<file path="src/design/slpt_pkg.sv">
// Shared types and event codes for the secure lock presentation tracker.
package slpt_pkg;

  // Event kinds carried on req_type
  typedef enum logic [2:0] {
    REQ_LOCK      = 3'd0,
    REQ_UNLOCK    = 3'd1,
    REQ_DESTROY   = 3'd2,
    REQ_OUT_ADD   = 3'd3,
    REQ_OUT_REM   = 3'd4,
    REQ_PENDING   = 3'd5,
    REQ_FAILED    = 3'd6,
    REQ_PRESENTED = 3'd7
  } req_kind_e;

  // Width of the reported frame request mask
  localparam int unsigned MaskW = 8;
  // Width of the commit sequence number
  localparam int unsigned SeqW  = 32;

  // Commands from the controller to the datapath
  typedef struct packed {
    logic load;  // capture the item on the input ports
    logic exec;  // apply the captured item to the slot table
  } cmd_t;

endpackage

</file>
<file path="src/design/slpt_ctrl.sv">
// Controller: tracks whether a captured item waits to be applied.
module slpt_ctrl (
  input  logic               clk_i,
  input  logic               rst_ni,
  input  logic               accept_i,
  output slpt_pkg::cmd_t     cmd_o
);

  typedef enum logic {
    S_IDLE,
    S_EXEC
  } state_e;

  state_e state_q;

  // Advance to execute whenever an item is captured
  always_ff @(posedge clk_i or negedge rst_ni) begin
    if (!rst_ni) begin
      state_q <= S_IDLE;
    end else begin
      case (state_q)
        S_IDLE:  state_q <= accept_i ? S_EXEC : S_IDLE;
        S_EXEC:  state_q <= accept_i ? S_EXEC : S_IDLE;
        default: state_q <= S_IDLE;
      endcase
    end
  end

  // Drive commands
  assign cmd_o.load = accept_i;
  assign cmd_o.exec = (state_q == S_EXEC);

endmodule

</file>
<file path="src/design/slpt_datapath.sv">
// Datapath: item capture, slot table, lock flags and result registers.
module slpt_datapath #(
  parameter int unsigned MAX_OUTPUTS = 8
) (
  input  logic                          clk_i,
  input  logic                          rst_ni,
  input  slpt_pkg::cmd_t                cmd_i,
  input  logic [2:0]                    req_type_i,
  input  logic [2:0]                    output_slot_i,
  input  logic [slpt_pkg::SeqW-1:0]     commit_seq_i,
  input  logic                          present_ok_i,
  input  logic                          geometry_ok_i,
  output logic                          done_o,
  output logic                          send_locked_o,
  output logic                          lock_rejected_o,
  output logic                          secure_active_o,
  output logic                          locked_status_o,
  output logic [slpt_pkg::MaskW-1:0]    frame_request_mask_o
);

  localparam int unsigned IdxW = (MAX_OUTPUTS > 1) ? $clog2(MAX_OUTPUTS) : 1;

  // Captured item
  logic [2:0]                req_q;
  logic [2:0]                slot_q;
  logic [slpt_pkg::SeqW-1:0] seq_q;
  logic                      pres_ok_q;
  logic                      geom_ok_q;

  // Lock flags
  logic attached_q, attached_d;
  logic secure_q, secure_d;
  logic conf_q, conf_d;

  // Slot table
  logic [MAX_OUTPUTS-1:0]    valid_q, valid_d;
  logic [MAX_OUTPUTS-1:0]    pres_q, pres_d;
  logic [MAX_OUTPUTS-1:0]    pend_q, pend_d;
  logic [slpt_pkg::SeqW-1:0] slot_seq_q [MAX_OUTPUTS];
  logic                      seq_we;

  // Results
  logic                       done_q;
  logic                       sent_q, sent_d;
  logic                       rej_q, rej_d;
  logic [slpt_pkg::MaskW-1:0] mask_q, mask_d;

  // Slot decode
  logic [IdxW+2:0]           slot_ext;
  logic [IdxW-1:0]           idx;
  logic                      slot_in;
  logic [slpt_pkg::SeqW-1:0] seq_diff;
  logic [slpt_pkg::MaskW-1:0] valid_mask;
  logic                      all_pres;
  logic                      try_ok;

  assign slot_ext = {{IdxW{1'b0}}, slot_q};
  assign idx      = slot_ext[IdxW-1:0];
  assign slot_in  = (32'(slot_q) < 32'(MAX_OUTPUTS));
  assign seq_diff = seq_q - slot_seq_q[idx];

  // Report valid slots that fit in the mask
  always_comb begin
    valid_mask = '0;
    for (int i = 0; i < slpt_pkg::MaskW; i++) begin
      if (i < MAX_OUTPUTS) begin
        valid_mask[i] = valid_q[i];
      end
    end
  end

  // Apply the captured item to the flags and the slot table
  always_comb begin
    attached_d = attached_q;
    secure_d   = secure_q;
    conf_d     = conf_q;
    valid_d    = valid_q;
    pres_d     = pres_q;
    pend_d     = pend_q;
    seq_we     = 1'b0;
    rej_d      = 1'b0;
    mask_d     = '0;
    try_ok     = 1'b0;
    case (slpt_pkg::req_kind_e'(req_q))
      slpt_pkg::REQ_LOCK: begin
        if (attached_q) begin
          rej_d = 1'b1;
        end else begin
          attached_d = 1'b1;
          secure_d   = 1'b1;
          conf_d     = 1'b0;
          pres_d     = pres_q & ~valid_q;
          pend_d     = pend_q & ~valid_q;
          mask_d     = valid_mask;
          try_ok     = 1'b1;
        end
      end
      slpt_pkg::REQ_UNLOCK: begin
        if (attached_q && conf_q) begin
          secure_d = 1'b0;
          conf_d   = 1'b0;
        end
      end
      slpt_pkg::REQ_DESTROY: begin
        if (attached_q) begin
          attached_d = 1'b0;
          conf_d     = 1'b0;
          if (!conf_q) begin
            secure_d = 1'b0;
          end else begin
            // Locker lost after confirmation: stay secure, redraw everything
            pres_d = pres_q & ~valid_q;
            pend_d = pend_q & ~valid_q;
            mask_d = valid_mask;
          end
        end
      end
      slpt_pkg::REQ_OUT_ADD: begin
        if (slot_in && !valid_q[idx] && geom_ok_q) begin
          valid_d[idx] = 1'b1;
          pres_d[idx]  = !secure_q;
          pend_d[idx]  = 1'b0;
          if (secure_q) begin
            mask_d = slpt_pkg::MaskW'(1) << slot_q;
          end
        end
      end
      slpt_pkg::REQ_OUT_REM: begin
        if (slot_in && valid_q[idx]) begin
          valid_d[idx] = 1'b0;
          pres_d[idx]  = 1'b0;
          pend_d[idx]  = 1'b0;
          try_ok       = 1'b1;
        end
      end
      slpt_pkg::REQ_PENDING: begin
        if (secure_q && slot_in && valid_q[idx] && !pres_q[idx] && !pend_q[idx]) begin
          seq_we      = 1'b1;
          pend_d[idx] = 1'b1;
        end
      end
      slpt_pkg::REQ_FAILED: begin
        if (secure_q && slot_in && valid_q[idx] && pend_q[idx] &&
            (slot_seq_q[idx] == seq_q)) begin
          pend_d[idx] = 1'b0;
        end
      end
      slpt_pkg::REQ_PRESENTED: begin
        // Accept only a sequence that is not older, by wrap-around difference
        if (secure_q && pres_ok_q && slot_in && valid_q[idx] && !pres_q[idx] &&
            pend_q[idx] && !seq_diff[slpt_pkg::SeqW-1]) begin
          pres_d[idx] = 1'b1;
          pend_d[idx] = 1'b0;
          try_ok      = 1'b1;
        end
      end
      default: ;
    endcase

    // Confirm once every valid slot has presented while secure
    all_pres = &(~valid_d | pres_d);
    sent_d   = try_ok && attached_d && !conf_d && secure_d && all_pres;
    if (sent_d) begin
      conf_d = 1'b1;
    end
  end

  // Capture the item
  always_ff @(posedge clk_i) begin
    if (cmd_i.load) begin
      req_q     <= req_type_i;
      slot_q    <= output_slot_i;
      seq_q     <= commit_seq_i;
      pres_ok_q <= present_ok_i;
      geom_ok_q <= geometry_ok_i;
    end
  end

  // Hold sequence numbers
  always_ff @(posedge clk_i) begin
    if (cmd_i.exec && seq_we) begin
      slot_seq_q[idx] <= seq_q;
    end
  end

  // Update flags, table and result
  always_ff @(posedge clk_i or negedge rst_ni) begin
    if (!rst_ni) begin
      attached_q <= 1'b0;
      secure_q   <= 1'b0;
      conf_q     <= 1'b0;
      valid_q    <= '0;
      pres_q     <= '0;
      pend_q     <= '0;
      done_q     <= 1'b0;
      sent_q     <= 1'b0;
      rej_q      <= 1'b0;
      mask_q     <= '0;
    end else begin
      done_q <= cmd_i.exec;
      if (cmd_i.exec) begin
        attached_q <= attached_d;
        secure_q   <= secure_d;
        conf_q     <= conf_d;
        valid_q    <= valid_d;
        pres_q     <= pres_d;
        pend_q     <= pend_d;
        sent_q     <= sent_d;
        rej_q      <= rej_d;
        mask_q     <= mask_d;
      end
    end
  end

  assign done_o               = done_q;
  assign send_locked_o        = sent_q;
  assign lock_rejected_o      = rej_q;
  assign secure_active_o      = secure_q;
  assign locked_status_o      = conf_q;
  assign frame_request_mask_o = mask_q;

endmodule

</file>
<file path="src/design/secure_lock_present_tracker.sv">
// Top level of the secure lock presentation tracker.
// The block takes one item in every clock cycle: busy stays low and start may be held
// high back to back. An accepted item is captured into the input registers, applied to
// the slot table in the execute state, and its result is registered and shown with
// done_o high for a single cycle. The combinational update of the slot table (one
// 32-bit wrap-around compare and a reduction over MAX_OUTPUTS slots) sets this rate.
// Results cannot be held off; done_o marks the one cycle in which they are valid.
module secure_lock_present_tracker #(
  parameter int unsigned MAX_OUTPUTS = 8
) (
  input  logic                        clk_i,
  input  logic                        rst_ni,
  input  logic                        start,
  output logic                        busy,
  input  logic [2:0]                  req_type_i,
  input  logic [2:0]                  output_slot_i,
  input  logic [slpt_pkg::SeqW-1:0]   commit_seq_i,
  input  logic                        present_ok_i,
  input  logic                        geometry_ok_i,
  output logic                        done_o,
  output logic                        send_locked_o,
  output logic                        lock_rejected_o,
  output logic                        secure_active_o,
  output logic                        locked_status_o,
  output logic [slpt_pkg::MaskW-1:0]  frame_request_mask_o
);

  slpt_pkg::cmd_t cmd;
  logic           accept;

  // Items are taken every cycle
  assign busy   = 1'b0;
  assign accept = start && !busy;

  slpt_ctrl u_ctrl (
    .clk_i    (clk_i),
    .rst_ni   (rst_ni),
    .accept_i (accept),
    .cmd_o    (cmd)
  );

  slpt_datapath #(
    .MAX_OUTPUTS (MAX_OUTPUTS)
  ) u_dp (
    .clk_i                (clk_i),
    .rst_ni               (rst_ni),
    .cmd_i                (cmd),
    .req_type_i           (req_type_i),
    .output_slot_i        (output_slot_i),
    .commit_seq_i         (commit_seq_i),
    .present_ok_i         (present_ok_i),
    .geometry_ok_i        (geometry_ok_i),
    .done_o               (done_o),
    .send_locked_o        (send_locked_o),
    .lock_rejected_o      (lock_rejected_o),
    .secure_active_o      (secure_active_o),
    .locked_status_o      (locked_status_o),
    .frame_request_mask_o (frame_request_mask_o)
  );

  // A confirmation leaves the block locked and secure
  a_sent_locked: assert property (@(posedge clk_i) disable iff (!rst_ni)
    done_o && send_locked_o |-> locked_status_o && secure_active_o)
    else $error("confirmation without locked secure state");

  // A refusal never coincides with a confirmation
  a_reject_excl: assert property (@(posedge clk_i) disable iff (!rst_ni)
    done_o |-> !(lock_rejected_o && send_locked_o))
    else $error("lock refused and confirmed together");

  // Locked status implies secure mode
  a_locked_secure: assert property (@(posedge clk_i) disable iff (!rst_ni)
    locked_status_o |-> secure_active_o)
    else $error("locked status outside secure mode");

  // Every accepted item yields a done_o strobe once it has been captured and applied
  a_done_latency: assert property (@(posedge clk_i) disable iff (!rst_ni)
    accept |-> ##2 done_o)
    else $error("accepted item produced no result");

endmodule

</file>
<file path="config.mk">
export PLATFORM = sky130hd
export DESIGN_NAME = secure_lock_present_tracker
export DESIGN_NICKNAME = d
export VERILOG_FILES = /design/src/design/slpt_pkg.sv /design/src/design/slpt_ctrl.sv /design/src/design/slpt_datapath.sv /design/src/design/secure_lock_present_tracker.sv
export SDC_FILE = /design/constraint.sdc
export NUM_CORES = 1
export LEC_CHECK = 0
export BUFFER_PORTS_ARGS = -buffer_cell sky130_fd_sc_hd__buf_2
export CORE_UTILIZATION = 30
export CTS_BUF_LIST = sky130_fd_sc_hd__clkbuf_4
export DETAILED_ROUTE_END_ITERATION = 16
export SLEW_MARGIN = 0
export SYNTH_ARGS = -nofsm -noshare
export SYNTH_HDL_FRONTEND = slang
export SYNTH_SLANG_ARGS = --single-unit
</file>
<file path="constraint.sdc">
create_clock -name clk_i -period 4.6 [get_ports clk_i]
set_clock_uncertainty 0.1 [all_clocks]
set_input_delay 0.46 -clock clk_i [delete_from_list [all_inputs] [get_ports clk_i]]
set_output_delay 0.46 -clock clk_i [all_outputs]
set_load 0.005 [all_outputs]
</file>
==> summary.md <==
| Metric | Value |
|---|---|
| Largest vdd supply drop | 155 uV |
| Max frequency | 239 MHz |
| Final setup violation count | 0 |
| Worst slew slack as a fraction of its limit | 34.3% |
| Area of the multi-input gates | 4600 sq um |
| Net count after synthesis | 972 |
| Global-route congestion overflow total | 0 |
| Die Outline Area | 50000 sq um |
| Post-Syn Instances | 898 |
| Endpoints failing hold | 0 |
| Outcome | finished clean |
| Largest fanout on the critical path | 16 |
| Via count of the first global-routing pass | 9221 |
| Number of CTS-inserted buffers | 93 |
| Starting density of the core | 30.6% |
| Global router's overall resource usage | 14.3% |
| Std-Cell Core Area | 48100 sq um |
| Sequence of cells on the critical path | buf_4, mux4_2, mux2i_1, ha_1, a21o_1, a221o_1, a221oi_1, o211ai_1, nor4_1, o31ai_1, a21oi_2, nand2_1, o2bb2ai_1 |
| Minimum clock period after layout | 4.18 ns |
| Number of I/O pins | 57 |
| Largest net degree at the start of global routing | 40 |
| Pre-CTS setup slack | 0.397 ns |
| Top-area cell type share of the netlist area | 60.3% |
| Filler cell count in the final layout | 4562 |
| Cell Rows | 80 |
| Root Buffer | sky130_fd_sc_hd__clkbuf_4 |
| Average cell area after synthesis | 16.4 sq um |
| Post-CTS setup-driven buffer insertion count | 0 |
| Main area contributors after synthesis | sky130_fd_sc_hd__edfxtp_1 60%, sky130_fd_sc_hd__mux4_2 9.9%, sky130_fd_sc_hd__dfrtp_1 6.6% |
| Worst path required time | 5.13 ns |
| Power per unit of standard cell area | 410 nW/um^2 |
| Clock Sinks | 338 |
| Count of different cell masters after synthesis | 76 |
| Type of the setup path with the least slack | register to register |
| Crit end category | register |
| Number of search-and-repair iterations in the first detailed-routing pass | 5 |
| Number of DRC markers after the initial detailed-route iteration | 788 |
| Share of the yosys chip area belonging to registers | 67.3% |
| Post-synth top area cell | sky130_fd_sc_hd__edfxtp_1 |
| Max-cap violations | 0 |
| Transition at the pin with the smallest max-transition slack | 0.985 ns |
| Synthesis warning total | 0 |
| Count of flip-flops with a built-in enable after synthesis | 296 |
| Most common library cells after synthesis | 296 x sky130_fd_sc_hd__edfxtp_1, 65 x sky130_fd_sc_hd__mux4_2, 49 x sky130_fd_sc_hd__a21oi_1, 49 x sky130_fd_sc_hd__nand2_1, 43 x sky130_fd_sc_hd__mux2i_1 |
| RSZ-0062 raised after global routing | false |
| Register bit count reported by yosys | 338 |
| Total number of H-tree levels | 3 |
| Post-synthesis instance area | 14700 sq um |
| Final critical-path share of the clock period | 90.8% |
| Count of cells resized by post-cts repair | 0 |
| Ratio of cells with drive above 1 in the final layout | 29.4% |
| Post-layout nets | 1137 |
| Clock transition at the registers of the reported paths | 0.06 ns |
| TritonCTS clock tree | done |
| Startpoint kind of the worst setup timing path | register |
| Antenna-violating nets left | 0 |
| Die span in y | 224 um |
| Global-route wire length before repair | 54200 um |
| Post-DP HPWL | 20700 um |
| Class of the worst hold path | input port to register |
| Detailed-route DRC error count | 0 |
| Area growth from synthesis to layout | 19.7% |
| Worst-skew pair later-pin latency | 0.79 ns |
| Total detailed-routing wirelength | 34900 um |
| Primary flip-flop cell chosen by synthesis mapping | sky130_fd_sc_hd__edfxtp_1 |
| Quantity of I/O buffers inserted on ports | 55 |
| Number of buffers between clock root and the deepest sink | 3 |
| Final weighted congestion in routability-driven placement | 0.902 |
| Share of flip-flops with an asynchronous set or reset | 11.5% |
| Summed negative setup slack over all endpoints | 0 ns |
| Average wire per cell in the routed design | 19.4 um |
| Worst-case setup margin in the final layout | 0.423 ns |
| Via density per instance | 4.93 |
| X dimension of the die | 224 um |
| Fin. max-slew vios | 0 |
| Library cell contributing the largest single delay on the critical path | sky130_fd_sc_hd__mux4_2 |
| Number of antenna violations at the first check in global routing | 2 |
| Arrival time of the worst setup path | 4.71 ns |
| Sequential cell area in the final layout | 9930 sq um |
| Static leakage | 6.15 nW |
| Vias post-DR | 8860 |
| Most common cell in the synthesized netlist | sky130_fd_sc_hd__edfxtp_1 |
| Crit path largest cell delay | 0.53 ns |
-- cell usage in the layout (no fill, tap or decap), drive strengths merged, types with 11 or more instances in the layout --
cell type / instances
dlygate4sd3: 42
a21oi: 50
buf: 82
nor2b: 11
nand2: 49
inv: 13
edfxtp: 296
o2bb2ai: 18
o21ai: 33
nand3: 13
dfrtp: 39
nor3: 11
nor2: 35
ha: 31
clkbuf: 144
mux4: 67
a22oi: 11
clkinv: 18
mux2i: 43
-- routing by layer --
metal	share of wire (%)	vias up	wire (um)	global-route usage, %
li1	-	4038	-	-
met1	46	4480	16000	19.6
met2	46	276	16100	21.7
met3	5.5	66	1920	3.75
met4	2.2	0	784	5.37
met5	0	-	0	0
-- what timing repair did --
| action | CTS | global route |
|---|---|---|
| hold endpoints to repair | 83 | 0 |
| setup endpoints to repair | 0 | 0 |
| hold buffers | 42 | 0 |
-- final cells by class --
cell class | instances | share of cell area, %
sequential | 338 | 56.3
multi-input combinational | 496 | 26.1
clock buffer | 144 | 6.12
timing repair buffer | 124 | 5.87
tap | 656 | 4.65
clock inverter | 23 | 0.765
inverter | 10 | 0.213
antenna | 5 | 0.0709
-- worst max-delay path: cells and delay by family (launching register included) --
family / cells / cell delay, ns
flops: 1 / 0.38
buf+inv: 1 / 0.25
fa+ha+maj: 1 / 0.26
compound gates: 7 / 1.92
simple gates: 2 / 0.43
mux: 2 / 0.68
-- per-stage QoR --
stage	hold WS [ns]	power (mW)	util (%)	instance area (sq um)	cells
after floorplan	0.0644	4.26	-	14700	898
after global placement	0.371	4.55	33.2	16000	1582
after detailed placement	0.373	4.56	33.2	16000	1582
after CTS	0.195	7.35	36.6	17600	1791
after global routing	0.181	7.62	36.7	17700	1795
final	0.282	7.24	36.7	17700	1796
-- flip-flops by register name, indices dropped and copies added (netlist names), 3 cells and up, named ones only --
signal / flops
u_dp.slot_seq_q: 256
u_dp.seq_q: 32
u_dp.frame_request_mask_o: 8
u_dp.pend_q: 8
u_dp.pres_q: 8
u_dp.valid_mask: 8
u_dp.idx: 3
u_dp.req_q: 3
-- cells by family (layout without fill, tap and decap cells) --
family / after synthesis / in the layout / share of synthesized area, %
flip-flops: 338 / 338 / 67.3
buffers and inverters: 64 / 301 / 1.91
other: 1 / 6 / 0.0254
AO/OA/AOI/OAI: 177 / 177 / 8.20
multiplexers: 120 / 120 / 14.0
adder cells (fa/ha/maj): 31 / 31 / 2.63
XOR/XNOR: 2 / 2 / 0.170
AND/OR/NAND/NOR: 165 / 165 / 5.80
-- power by group --
part	internal, mW	switching [mW]	leakage, nW
clock	1.48	1.23	0.728
combinational	0.401	0.447	2.22
sequential	3.47	0.208	3.20
total	5.35	1.89	6.15
-- path summary, 6_finish.rpt --
check                                        startpoint                           end  slack [ns]  cells after the start
setup / recovery                               register                u_dp.pend_q[2]        0.42                     13
hold / removal                         commit_seq_i[23]                u_dp.seq_q[23]        0.28                      2
setup reg to reg                               register                u_dp.pend_q[2]        0.42                     13
hold reg to reg            u_dp.frame_request_mask_o[7]  u_dp.frame_request_mask_o[7]        0.39                      1
max in group asynchronous                        rst_ni                   u_dp.done_o        3.50                      2
min in group asynchronous                        rst_ni                u_dp.pres_q[5]        0.29                      2
Power figures use the tool's default switching activity.
